File: src/sv/etf_pkg.sv
// Shared types, constants and helper functions for the escape-time iterator.
// Used by etf_ctrl, etf_datapath and escape_time_fractal_iterator; no dependencies.
`timescale 1ns / 1ps

package etf_pkg;

    // Iteration limit and the widths that follow from it.
    localparam int MAX_ITER   = 256;
    localparam int CNT_W      = $clog2(MAX_ITER + 1);
    localparam int ITER_OUT_W = 9;

    // Q3.28 operands and exact Q7.56 products.
    localparam int DATA_W = 32;
    localparam int FRAC_W = 28;
    localparam int PROD_W = 2 * DATA_W;
    localparam int RE_W   = PROD_W + 2;
    localparam int IM_W   = PROD_W + 1;
    localparam int SH_W   = RE_W - FRAC_W;

    localparam logic [DATA_W-1:0] RADIUS_RESET = 32'h4000_0000;

    // Sequencer states, one-hot.
    typedef enum logic [4:0] {
        ST_IDLE = 5'b00001,
        ST_RR   = 5'b00010,
        ST_II   = 5'b00100,
        ST_RI   = 5'b01000,
        ST_UPD  = 5'b10000
    } state_t;

    // Controls from the sequencer to the datapath.
    typedef struct packed {
        logic load;
        logic mul_rr;
        logic mul_ii;
        logic mul_ri;
        logic update;
    } ctl_t;

    // Status from the datapath to the sequencer.
    typedef struct packed {
        logic escape;
    } stat_t;

    // Clamp a shifted sum to the Q3.28 range.
    function automatic logic signed [DATA_W-1:0] sat_q328(input logic signed [SH_W-1:0] v);
        logic signed [DATA_W-1:0] r;
        if (v[SH_W-1:DATA_W-1] != {(SH_W-DATA_W+1){v[DATA_W-1]}}) begin
            r = v[SH_W-1] ? {1'b1, {(DATA_W-1){1'b0}}} : {1'b0, {(DATA_W-1){1'b1}}};
        end else begin
            r = v[DATA_W-1:0];
        end
        return r;
    endfunction

endpackage

File: src/sv/escape_time_fractal_iterator.sv
// Top level of the escape-time iterator: configuration register, output register,
// sequencer and datapath. Depends on etf_pkg, etf_ctrl and etf_datapath.
`timescale 1ns / 1ps
//
//  Channel  Direction  Handshake           Payload
//  s_       in         s_valid / s_ready   s_start_re, s_start_im, s_const_re, s_const_im
//  m_       out        m_valid / m_ready   m_iterations
//  cfg_     in         cfg_wr_en           cfg_wr_data (escape_radius_sq)
//
//  For every iteration of z = z*z + c one 32x32 multiplier forms re*re, im*im and
//  re*im in turn, and a further step adds c, shifts and clamps. An item finishes at
//  the iteration at which it escapes, or after MAX_ITER iterations if it never does;
//  the sequencer then returns to idle, so items are taken one at a time.
//  Reset (synchronous, active low) returns the sequencer to idle, empties the output
//  register and restores the squared escape radius to 4.0.
//  The next item is taken as soon as the sequencer is idle, even while a result still
//  waits in the output register; a stalled output holds a finished item in the sequencer.

module escape_time_fractal_iterator (
    input  logic                                  aclk,
    input  logic                                  aresetn,
    input  logic                                  s_valid,
    output logic                                  s_ready,
    input  logic signed [etf_pkg::DATA_W-1:0]     s_start_re,
    input  logic signed [etf_pkg::DATA_W-1:0]     s_start_im,
    input  logic signed [etf_pkg::DATA_W-1:0]     s_const_re,
    input  logic signed [etf_pkg::DATA_W-1:0]     s_const_im,
    output logic                                  m_valid,
    input  logic                                  m_ready,
    output logic        [etf_pkg::ITER_OUT_W-1:0] m_iterations,
    input  logic                                  cfg_wr_en,
    input  logic        [etf_pkg::DATA_W-1:0]     cfg_wr_data
);
    import etf_pkg::*;

    logic [DATA_W-1:0]     radius_reg;
    logic                  m_valid_reg, m_valid_next;
    logic [ITER_OUT_W-1:0] m_iter_reg, m_iter_next;
    logic                  out_free;
    logic                  done;
    logic [CNT_W-1:0]      result;
    ctl_t                  ctl;
    stat_t                 stat;

    // The output register can take a new result when empty or being emptied.
    assign out_free = !m_valid_reg || m_ready;

    etf_ctrl u_ctrl (
        .aclk     (aclk),
        .aresetn  (aresetn),
        .in_valid (s_valid),
        .in_ready (s_ready),
        .out_free (out_free),
        .stat     (stat),
        .ctl      (ctl),
        .done     (done),
        .result   (result)
    );

    etf_datapath u_datapath (
        .aclk             (aclk),
        .ctl              (ctl),
        .start_re         (s_start_re),
        .start_im         (s_start_im),
        .const_re         (s_const_re),
        .const_im         (s_const_im),
        .escape_radius_sq (radius_reg),
        .stat             (stat)
    );

    // The count is masked to the width of the result field.
    always_comb begin
        m_valid_next = m_valid_reg;
        m_iter_next  = m_iter_reg;
        if (done) begin
            m_valid_next = 1'b1;
            m_iter_next  = ITER_OUT_W'(result);
        end else if (m_ready) begin
            m_valid_next = 1'b0;
        end
    end

    always_ff @(posedge aclk) begin
        if (!aresetn) begin
            radius_reg  <= RADIUS_RESET;
            m_valid_reg <= 1'b0;
        end else begin
            if (cfg_wr_en) begin
                radius_reg <= cfg_wr_data;
            end
            m_valid_reg <= m_valid_next;
        end
        m_iter_reg <= m_iter_next;
    end

    assign m_valid      = m_valid_reg;
    assign m_iterations = m_iter_reg;

`ifndef SYNTHESIS
    // A result is only finished into a free output register.
    a_done_free: assert property (@(posedge aclk) disable iff (!aresetn)
        done |-> out_free)
        else $error("result finished while output register full");

    // Once an item is taken the block is busy until its result is done.
    a_busy: assert property (@(posedge aclk) disable iff (!aresetn)
        (s_valid && s_ready) |=> !s_ready)
        else $error("input taken while an item is in progress");

    // After finishing the block is idle again.
    a_idle_after: assert property (@(posedge aclk) disable iff (!aresetn)
        done |=> s_ready)
        else $error("block not idle after finishing an item");

    // A finished item can never report more than the iteration limit.
    a_range: assert property (@(posedge aclk) disable iff (!aresetn)
        done |-> (result <= CNT_W'(MAX_ITER)))
        else $error("iteration count out of range");
`endif

endmodule

File: src/sv/etf_datapath.sv
// Datapath of the escape-time iterator: z and c registers, the shared multiplier,
// the update with saturation and the escape compare. Depends on etf_pkg.
`timescale 1ns / 1ps

module etf_datapath (
    input  logic                                 aclk,
    input  etf_pkg::ctl_t                        ctl,
    input  logic signed [etf_pkg::DATA_W-1:0]    start_re,
    input  logic signed [etf_pkg::DATA_W-1:0]    start_im,
    input  logic signed [etf_pkg::DATA_W-1:0]    const_re,
    input  logic signed [etf_pkg::DATA_W-1:0]    const_im,
    input  logic        [etf_pkg::DATA_W-1:0]    escape_radius_sq,
    output etf_pkg::stat_t                       stat
);
    import etf_pkg::*;

    logic signed [DATA_W-1:0] re_reg, im_reg, cre_reg, cim_reg;
    logic signed [DATA_W-1:0] re_next, im_next;
    logic signed [PROD_W-1:0] rr_reg, ii_reg, ri_reg, diff_reg;
    logic signed [DATA_W-1:0] op_a, op_b;
    logic signed [PROD_W-1:0] prod;
    logic signed [RE_W-1:0]   sum_re;
    logic signed [IM_W-1:0]   sum_im;
    logic signed [SH_W-1:0]   sh_re, sh_im;
    logic        [PROD_W:0]   norm;
    logic        [PROD_W:0]   limit;

    // The one multiplier; its operands follow the current step.
    always_comb begin
        op_a = re_reg;
        op_b = ctl.mul_ii ? im_reg : re_reg;
        if (ctl.mul_ii) begin
            op_a = im_reg;
        end
        if (ctl.mul_ri) begin
            op_b = im_reg;
        end
        prod = op_a * op_b;
    end

    // Squares are never negative, so the norm is an unsigned add.
    assign norm  = {1'b0, rr_reg} + {1'b0, ii_reg};
    assign limit = (PROD_W + 1)'({escape_radius_sq, {FRAC_W{1'b0}}});
    assign stat.escape = (norm >= limit);

    // New z: exact sums, floor shift, then clamp to Q3.28.
    always_comb begin
        sum_re  = RE_W'(diff_reg) + (RE_W'(cre_reg) <<< FRAC_W);
        sum_im  = IM_W'(ri_reg) + (IM_W'(cim_reg) <<< (FRAC_W - 1));
        sh_re   = SH_W'(sum_re >>> FRAC_W);
        sh_im   = SH_W'(sum_im >>> (FRAC_W - 1));
        re_next = sat_q328(sh_re);
        im_next = sat_q328(sh_im);
    end

    always_ff @(posedge aclk) begin
        if (ctl.load) begin
            re_reg  <= start_re;
            im_reg  <= start_im;
            cre_reg <= const_re;
            cim_reg <= const_im;
        end else if (ctl.update) begin
            re_reg <= re_next;
            im_reg <= im_next;
        end
        if (ctl.mul_rr) begin
            rr_reg <= prod;
        end
        if (ctl.mul_ii) begin
            ii_reg <= prod;
        end
        if (ctl.mul_ri) begin
            ri_reg   <= prod;
            diff_reg <= rr_reg - ii_reg;
        end
    end

endmodule

File: src/sv/etf_ctrl.sv
// Sequencer of the escape-time iterator: steps the shared multiplier, counts
// iterations and decides when an item is finished. Depends on etf_pkg.
`timescale 1ns / 1ps

module etf_ctrl (
    input  logic                         aclk,
    input  logic                         aresetn,
    input  logic                         in_valid,
    output logic                         in_ready,
    input  logic                         out_free,
    input  etf_pkg::stat_t               stat,
    output etf_pkg::ctl_t                ctl,
    output logic                         done,
    output logic [etf_pkg::CNT_W-1:0]    result
);
    import etf_pkg::*;

    state_t state_reg, state_next;
    logic   first_reg, first_next;
    logic [CNT_W-1:0] iter_reg, iter_next;
    logic   finish;

    // The start point is never tested: the first test follows the first update.
    assign finish = !first_reg && (stat.escape || iter_reg == CNT_W'(MAX_ITER - 1));
    assign result = stat.escape ? iter_reg : CNT_W'(MAX_ITER);

    always_comb begin
        state_next = state_reg;
        first_next = first_reg;
        iter_next  = iter_reg;
        in_ready   = 1'b0;
        done       = 1'b0;
        ctl        = '0;
        unique case (state_reg)
            ST_IDLE: begin
                in_ready = 1'b1;
                if (in_valid) begin
                    ctl.load   = 1'b1;
                    first_next = 1'b1;
                    iter_next  = '0;
                    state_next = ST_RR;
                end
            end
            ST_RR: begin
                ctl.mul_rr = 1'b1;
                state_next = ST_II;
            end
            ST_II: begin
                ctl.mul_ii = 1'b1;
                state_next = ST_RI;
            end
            ST_RI: begin
                ctl.mul_ri = 1'b1;
                if (finish) begin
                    if (out_free) begin
                        done       = 1'b1;
                        state_next = ST_IDLE;
                    end
                end else begin
                    state_next = ST_UPD;
                end
            end
            ST_UPD: begin
                ctl.update = 1'b1;
                if (first_reg) begin
                    first_next = 1'b0;
                end else begin
                    iter_next = iter_reg + 1'b1;
                end
                state_next = ST_RR;
            end
            default: begin
                state_next = ST_IDLE;
            end
        endcase
    end

    always_ff @(posedge aclk) begin
        if (!aresetn) begin
            state_reg <= ST_IDLE;
            first_reg <= 1'b1;
            iter_reg  <= '0;
        end else begin
            state_reg <= state_next;
            first_reg <= first_next;
            iter_reg  <= iter_next;
        end
    end

endmodule

File: config.mk
export PLATFORM = sky130hd
export DESIGN_NAME = escape_time_fractal_iterator
export DESIGN_NICKNAME = d
export VERILOG_FILES = /design/src/sv/etf_pkg.sv /design/src/sv/escape_time_fractal_iterator.sv /design/src/sv/etf_datapath.sv /design/src/sv/etf_ctrl.sv
export SDC_FILE = /design/constraint.sdc
export NUM_CORES = 2
export LEC_CHECK = 0
export BUFFER_PORTS_ARGS = -buffer_cell sky130_fd_sc_hd__buf_4
export CAP_MARGIN = 10
export CORE_MARGIN = 2
export CORE_UTILIZATION = 48
export DETAILED_ROUTE_END_ITERATION = 16
export PLACE_DENSITY = 0.69
export SKIP_LAST_GASP = 1
export SLEW_MARGIN = 10
export SYNTH_ARGS = -nofsm -noshare
export SYNTH_HDL_FRONTEND = slang
export SYNTH_SLANG_ARGS = --single-unit
File: constraint.sdc
create_clock -name aclk -period 21.3 [get_ports aclk]
set_input_delay 4.26 -clock aclk [delete_from_list [all_inputs] [get_ports aclk]]
set_output_delay 4.26 -clock aclk [all_outputs]
set_load 0.05 [all_outputs]
; ---- Word-level counts from Yosys, hierarchy flattened
; Index checks and enable logic that the tools add are counted.
[totals]
word_cells = 74
n_memories = 0
latch_bits = 0
output_inout_bits = 11
ramBits = 0
input_bits = 165
register_bits = 441
mem_bits_ro = 0
[classes]
eq_ne = 11
n_addsub = 5
bitwise = 0
n_mux = 31
n_div = 0
mul = 1
n_reduce_logical = 11
shift = 0
n_lt_le_gt_ge = 1
[ops]
columns = operator, count
row1 = $mux 32, 10
row2 = $add 64x59->65, 1
row3 = $add 64x60->65, 1
row4 = $add 64x64->65, 1
row5 = $ge 65x60->1, 1
row6 = $mul 32x32->64, 1
row7 = $sub 64x64->64, 1
row8 = $pmux 5 s5, 1
row9 = $mux 9, 2
row10 = $pmux 9 s2, 1
row11 = $mux 5, 3
row12 = $mux 1, 13
row13 = $ne 6x6->1, 2
row14 = $add 9x1->9 const B, 1
row15 = $eq 9x8->1 const B, 1
row16 = $reduce_bool 2->1, 3
row17 = $eq 5x1->1 const B, 1
row18 = $eq 5x2->1 const B, 1
row19 = $eq 5x3->1 const B, 1
row20 = $eq 5x4->1 const B, 1
row21 = $eq 5x5->1 const B, 1
row22 = $ne 2x2->1 const B, 2
row23 = $reduce_and 2->1, 2
row24 = $ne 3x3->1 const B, 1
row25 = other kinds (5), 7

; ---- Logic depth before layout (Yosys ltp)
[logic_depth]
depth_word = 7
mapped_depth = 37
depth_no_buf = 34

; ---- Modules after synthesis
; From an unflattened synthesis, not the netlist that was laid out.
[hier_totals]
cells_unflattened = 6411
area_unflattened_um2 = 60446.7
[modules_own_cells]
columns = mod, cells_per_inst, area_each_um2, seq_area_each_um2, instances
row1 = etf_datapath, 6184, 57978.1, 9879.5, 1
row2 = escape_time_fractal_iterator, 116, 1549.0, 930.9, 1
row3 = etf_ctrl, 111, 919.6, 300.3, 1

; ---- Worst setup path before layout
; OpenSTA, ideal clock, no wires.
[synth_timing]
path_type = register to register
startpoint = register u_ctrl.state_reg[4]
endpoint = register u_datapath.ii_reg[62] (data pin)
path_stages_with_launch = 36
t_arrival_ps = 10548
required_ps = 21027
period_less_slack_ps = 10821
slack_ps = 10479
setup_ps = 273
n_path_buf = 4
cell_sequence = dfxtp_1 nor2_1 nand3_1 clkbuf_1 inv_2 buf_1 clkbuf_1 nand2_1 nand2_1 clkbuf_1 nand2_1 fa_1 inv_1 fa_1 fa_1 inv_1 fa_1 inv_1 fa_1 fa_1 fa_1 fa_1 ha_1 a21o_1 a21o_1 a211oi_1 o21ai_0 a21oi_1 nand4_1 a31oi_1 o21ai_0 a21oi_1 o21a_1 o21a_1 o21ai_0 xor2_1
[synth_via]
elab_chain_cells = 5
elab_cells_between_ends = 7
cone_classes = 1 x mul / 2 x eq/ne / 4 x mux
[synth_rtl]
columns = element, line
row1 = start: declaration, etf_ctrl.sv:18  ; state_t state_reg, state_next;
row2 = start signal: assignment, etf_ctrl.sv:84  ; state_reg <= state_next;
row3 = $eq 5x3->1, etf_ctrl.sv:34  ; unique case (state_reg)
row4 = $mux 1, etf_ctrl.sv:34
row5 = $mux 32, "etf_datapath.sv:31, etf_datapath.sv:32"
row6 = $mux 32, etf_datapath.sv:35  ; if (ctl.mul_ri) begin
row7 = $mul 32x32->64 *, etf_datapath.sv:38  ; prod = op_a * op_b;
row8 = via u_datapath.prod[62], etf_datapath.sv:21  ; logic signed [PROD_W-1:0] prod;
row9 = end signal: assignment, etf_datapath.sv:70  ; ii_reg <= prod;
row10 = end: declaration, etf_datapath.sv:19  ; logic signed [PROD_W-1:0] rr_reg, ii_reg, ri_reg, diff_reg;
; The timed path passes the listed nets; every way through them passes the cells marked *.
; A chain may end at the register's enable or synchronous reset.

; ---- Worst setup path in the final report
[layout_timing]
startpoint = register u_ctrl.state_reg[1]
endpoint = register u_datapath.rr_reg[62] (data pin)
[layout_via]
elab_chain_cells = 5
elab_cells_between_ends = 7
cone_classes = 1 x mul / 2 x eq/ne / 4 x mux
[layout_rtl]
columns = element, line
row1 = $eq 5x3->1, etf_ctrl.sv:34
row2 = $mux 1, etf_ctrl.sv:34
row3 = $mux 32, "etf_datapath.sv:31, etf_datapath.sv:32"
row4 = $mux 32, etf_datapath.sv:35
row5 = $mul 32x32->64 *, etf_datapath.sv:38
row6 = via u_datapath.prod[62], etf_datapath.sv:21
row7 = end signal: assignment, etf_datapath.sv:67  ; rr_reg <= prod;
row8 = end: declaration, etf_datapath.sv:19
; Marked as above.

==> summary.log <==
[sta] shortest clock period the worst path allows after layout 11750 ps
[outcome] run status finished, final reports clean
[cts] maximum clock insertion buffer count 3
[cts] cts-stage hold buffer count 0
[logic_synthesis] fraction of the yosys area taken by sequential cells 0.185
[logic_synthesis] Post-synth EDFFs 338
[logic_synthesis] synthesized net count 8013
[flow_run] max-cap viol count 0
[sta] period utilisation layout 0.551
[cts] total clock buffers created by CTS 38
[place] half-perimeter wire length after placement 151000 µm
[setup_path] Worst Setup Start Kind flop
[cts] TritonCTS clock tree built
[setup_path] Critical Path RT 21620 ps
[setup_path] CP dominant cell by count sky130_fd_sc_hd__fa_1
[cts] Worst-Skew Late Latency 580 ps
[sta] final hold vios 0
[global_route] largest net degree at the start of global routing 74
[drt] vias per std cell 5.80
[sta] number of slew-limit violations in the final report 0
[logic_synthesis] Unique masters post-synth 90
[logic_synthesis] fraction of synthesis flops using an asynchronous set or reset pin 0
[floorplanning] die area 128000 µm²
[cts] count of instances resized after the clock tree is built 0
[logic_synthesis] number of warnings printed during yosys synthesis 0
[setup_path] data arrival time of the worst path 12060 ps
[layout] final net count 8077
[floorplanning] core footprint 124000 µm²
[sta] final setup violation count 0
[floorplanning] die outline height 358 µm
[logic_synthesis] largest cells by area after synthesis sky130_fd_sc_hd__fa_1 (36%), sky130_fd_sc_hd__edfxtp_1 (17%), sky130_fd_sc_hd__ha_1 (8.7%)
[sta] max frequency 85.1 MHz
[logic_synthesis] synthesized area per cell 9.46 µm²
[logic_synthesis] cell taking the most area after synthesis sky130_fd_sc_hd__fa_1
[floorplanning] Placement Rows 129
[logic_synthesis] FF+latch count, synth 386
[drt] drc violations 0
[setup_path] largest stage delay on the critical path 920 ps
[drt] count of vias placed by the detailed router 46800
[logic_synthesis] Mapped Area 60000 µm²
[global_route] total congestion overflow 0
[sta] transition time of the tightest slew-check pin 1280 ps
[cts] cell at the root of the clock tree sky130_fd_sc_hd__clkbuf_16
[floorplanning] width of the die 358 µm
[setup_path] Crit. End Element flop
[layout] share of cells above drive strength 1 0.0645
[sta] relative slew slack 0.145
[drt] first-pass iteration count of the detailed router 6
[cts] clock-pin slew on the worst setup and hold paths 70 ps
[layout] relative area change from synthesis to final layout 7.80%
[logic_synthesis] primary flip-flop cell chosen by synthesis mapping sky130_fd_sc_hd__edfxtp_1
[cts] TritonCTS sink count 386
[hold_path] Hold Path Class reg2reg
[sta] Layout Skew 25.0 ps
[place] # port buffers 175
[global_route] total global-route track usage 0.304
[floorplanning] # IOs 176
[cts] total setup buffers inserted after CTS 0
[drt] DRC violation total after the first TritonRoute iteration 4014
[setup_path] crit path max fanout 36
[global_route] vias in the first global route 48700
[cts] CTS H-tree lvls 2
[drt] detail-routed net length per standard cell 23.7 µm
[place] last weighted congestion value of the routability-driven placer 1.01
[drt] Routed Wire Length 191000 µm
[global_route] wire length of the first global-routing pass 293000 µm
[setup_path] slowest library cell on the worst path sky130_fd_sc_hd__nand2_1
[logic_synthesis] Yosys top cell area share 0.362
[logic_synthesis] count of mapped cells out of synthesis 6345
[floorplanning] starting density of the core 0.484
[setup_path] kind of critical path reg2reg
[sta] setup repair after global routing missed its margin no
[drt] post-detailed-route count of antenna-violating nets 0
[layout] number of fillers in the final layout 11200
[global_route] number of antenna violations at the first check in global routing 3
[sta] Sum Neg Setup Slack 0 ps
critical path: cells and delay by family, from the launching register on:
family | cells | cell delay (ps)
xor gates and xnor gates | 1 | 190
DFF | 1 | 390
buffers and inverters | 5 | 1250
adders and majority gates | 9 | 4290
and+or+nand+nor | 7 | 2710
AOI/OAI and AO/OA | 11 | 2560
cell usage after synthesis (all sizes together) (7+ instances only):
library cell	instances
inv	1151
nor3	51
nor4	34
nand3	62
and3	17
and2	26
o21a	30
o22ai	7
nand2	766
nand2b	44
o31ai	18
nand3b	8
fa	1085
a21boi	8
or4	9
nor2b	75
o21bai	47
xor2	41
a211oi	28
mux2i	101
a2111oi	7
o211a	7
buf	31
o211ai	17
a221oi	8
a21oi	247
edfxtp	338
or2	12
nor2	734
nand4	41
o21ai	134
a211o	10
a221o	66
ha	418
dfxtp	48
clkbuf	223
or3	16
a31oi	27
a21o	100
xnor2	167
stage by stage:
| step | setup WS, ps | utilization | hold slack (ps) | cell area [µm²] | std cells |
|---|---|---|---|---|---|
| detailed placement | 9740 | 0.512 | 491 | 63400 | 8005 |
| floorplan | 10480 | - | 461 | 60000 | 6345 |
| finish | 9550 | 0.522 | 506 | 64700 | 8077 |
| CTS | 9710 | 0.522 | 502 | 64700 | 8075 |
| global route | 8970 | 0.522 | 535 | 64700 | 8076 |
| global placement | 9940 | 0.512 | 481 | 63400 | 8005 |
placed cells by master (no fill, tap or decap), drive strengths merged, types with 75 or more instances in the layout:
| cell type | n |
|---|---|
| nor2b | 75 |
| xnor2 | 167 |
| a21o | 100 |
| buf | 278 |
| nor2 | 734 |
| nand2 | 766 |
| inv | 1154 |
| ha | 418 |
| fa | 1085 |
| edfxtp | 338 |
| mux2i | 101 |
| a21oi | 247 |
| o21ai | 134 |
logic make-up after synthesis:
kind of cell | count (synthesis) | share of synthesized area
fa+ha+maj | 1503 | 0.449
xor+xnor | 208 | 0.0303
mux | 102 | 0.0170
simple gates | 1910 | 0.136
flops | 386 | 0.185
buf+inv | 1409 | 0.0890
compound gates | 827 | 0.0936
layer usage:
metal	GRT usage	routed length [µm]	share of wire	up-vias
met5	0.00556	95	0.00050	-
met4	0.145	11100	0.058	2
met3	0.0633	18600	0.097	533
met2	0.483	87300	0.46	2373
met1	0.400	74000	0.39	23600
li1	-	-	-	20300
worst paths after layout:
| kind | start | to | slack [ps] | cells past startpoint |
|---|---|---|---|---|
| setup reg to reg | u_ctrl.state_reg[1] | u_datapath.rr_reg[62] | 9550 | 33 |
| setup / recovery | u_ctrl.state_reg[1] | u_datapath.rr_reg[62] | 9550 | 33 |
| hold reg to reg | u_ctrl.iter_reg[5] | u_ctrl.iter_reg[5] | 510 | 2 |
| hold / removal | u_ctrl.iter_reg[5] | u_ctrl.iter_reg[5] | 510 | 2 |
cell type report:
cell class / instances / area (µm²) / area share
diodes: 1 / 2.50 / 0.0000387
clock buffers: 51 / 1080 / 0.0167
clock inverters: 19 / 198 / 0.00306
inverters: 1155 / 4340 / 0.0671
multi-input cells: 4550 / 43800 / 0.677
flip-flops and latches: 386 / 11100 / 0.172
well taps: 1637 / 2050 / 0.0317
repair buffers: 278 / 2090 / 0.0323
Power is left out: the tool's default activity adds up to more than one toggle a clock period on the data nets, which glitch-free logic cannot reach.
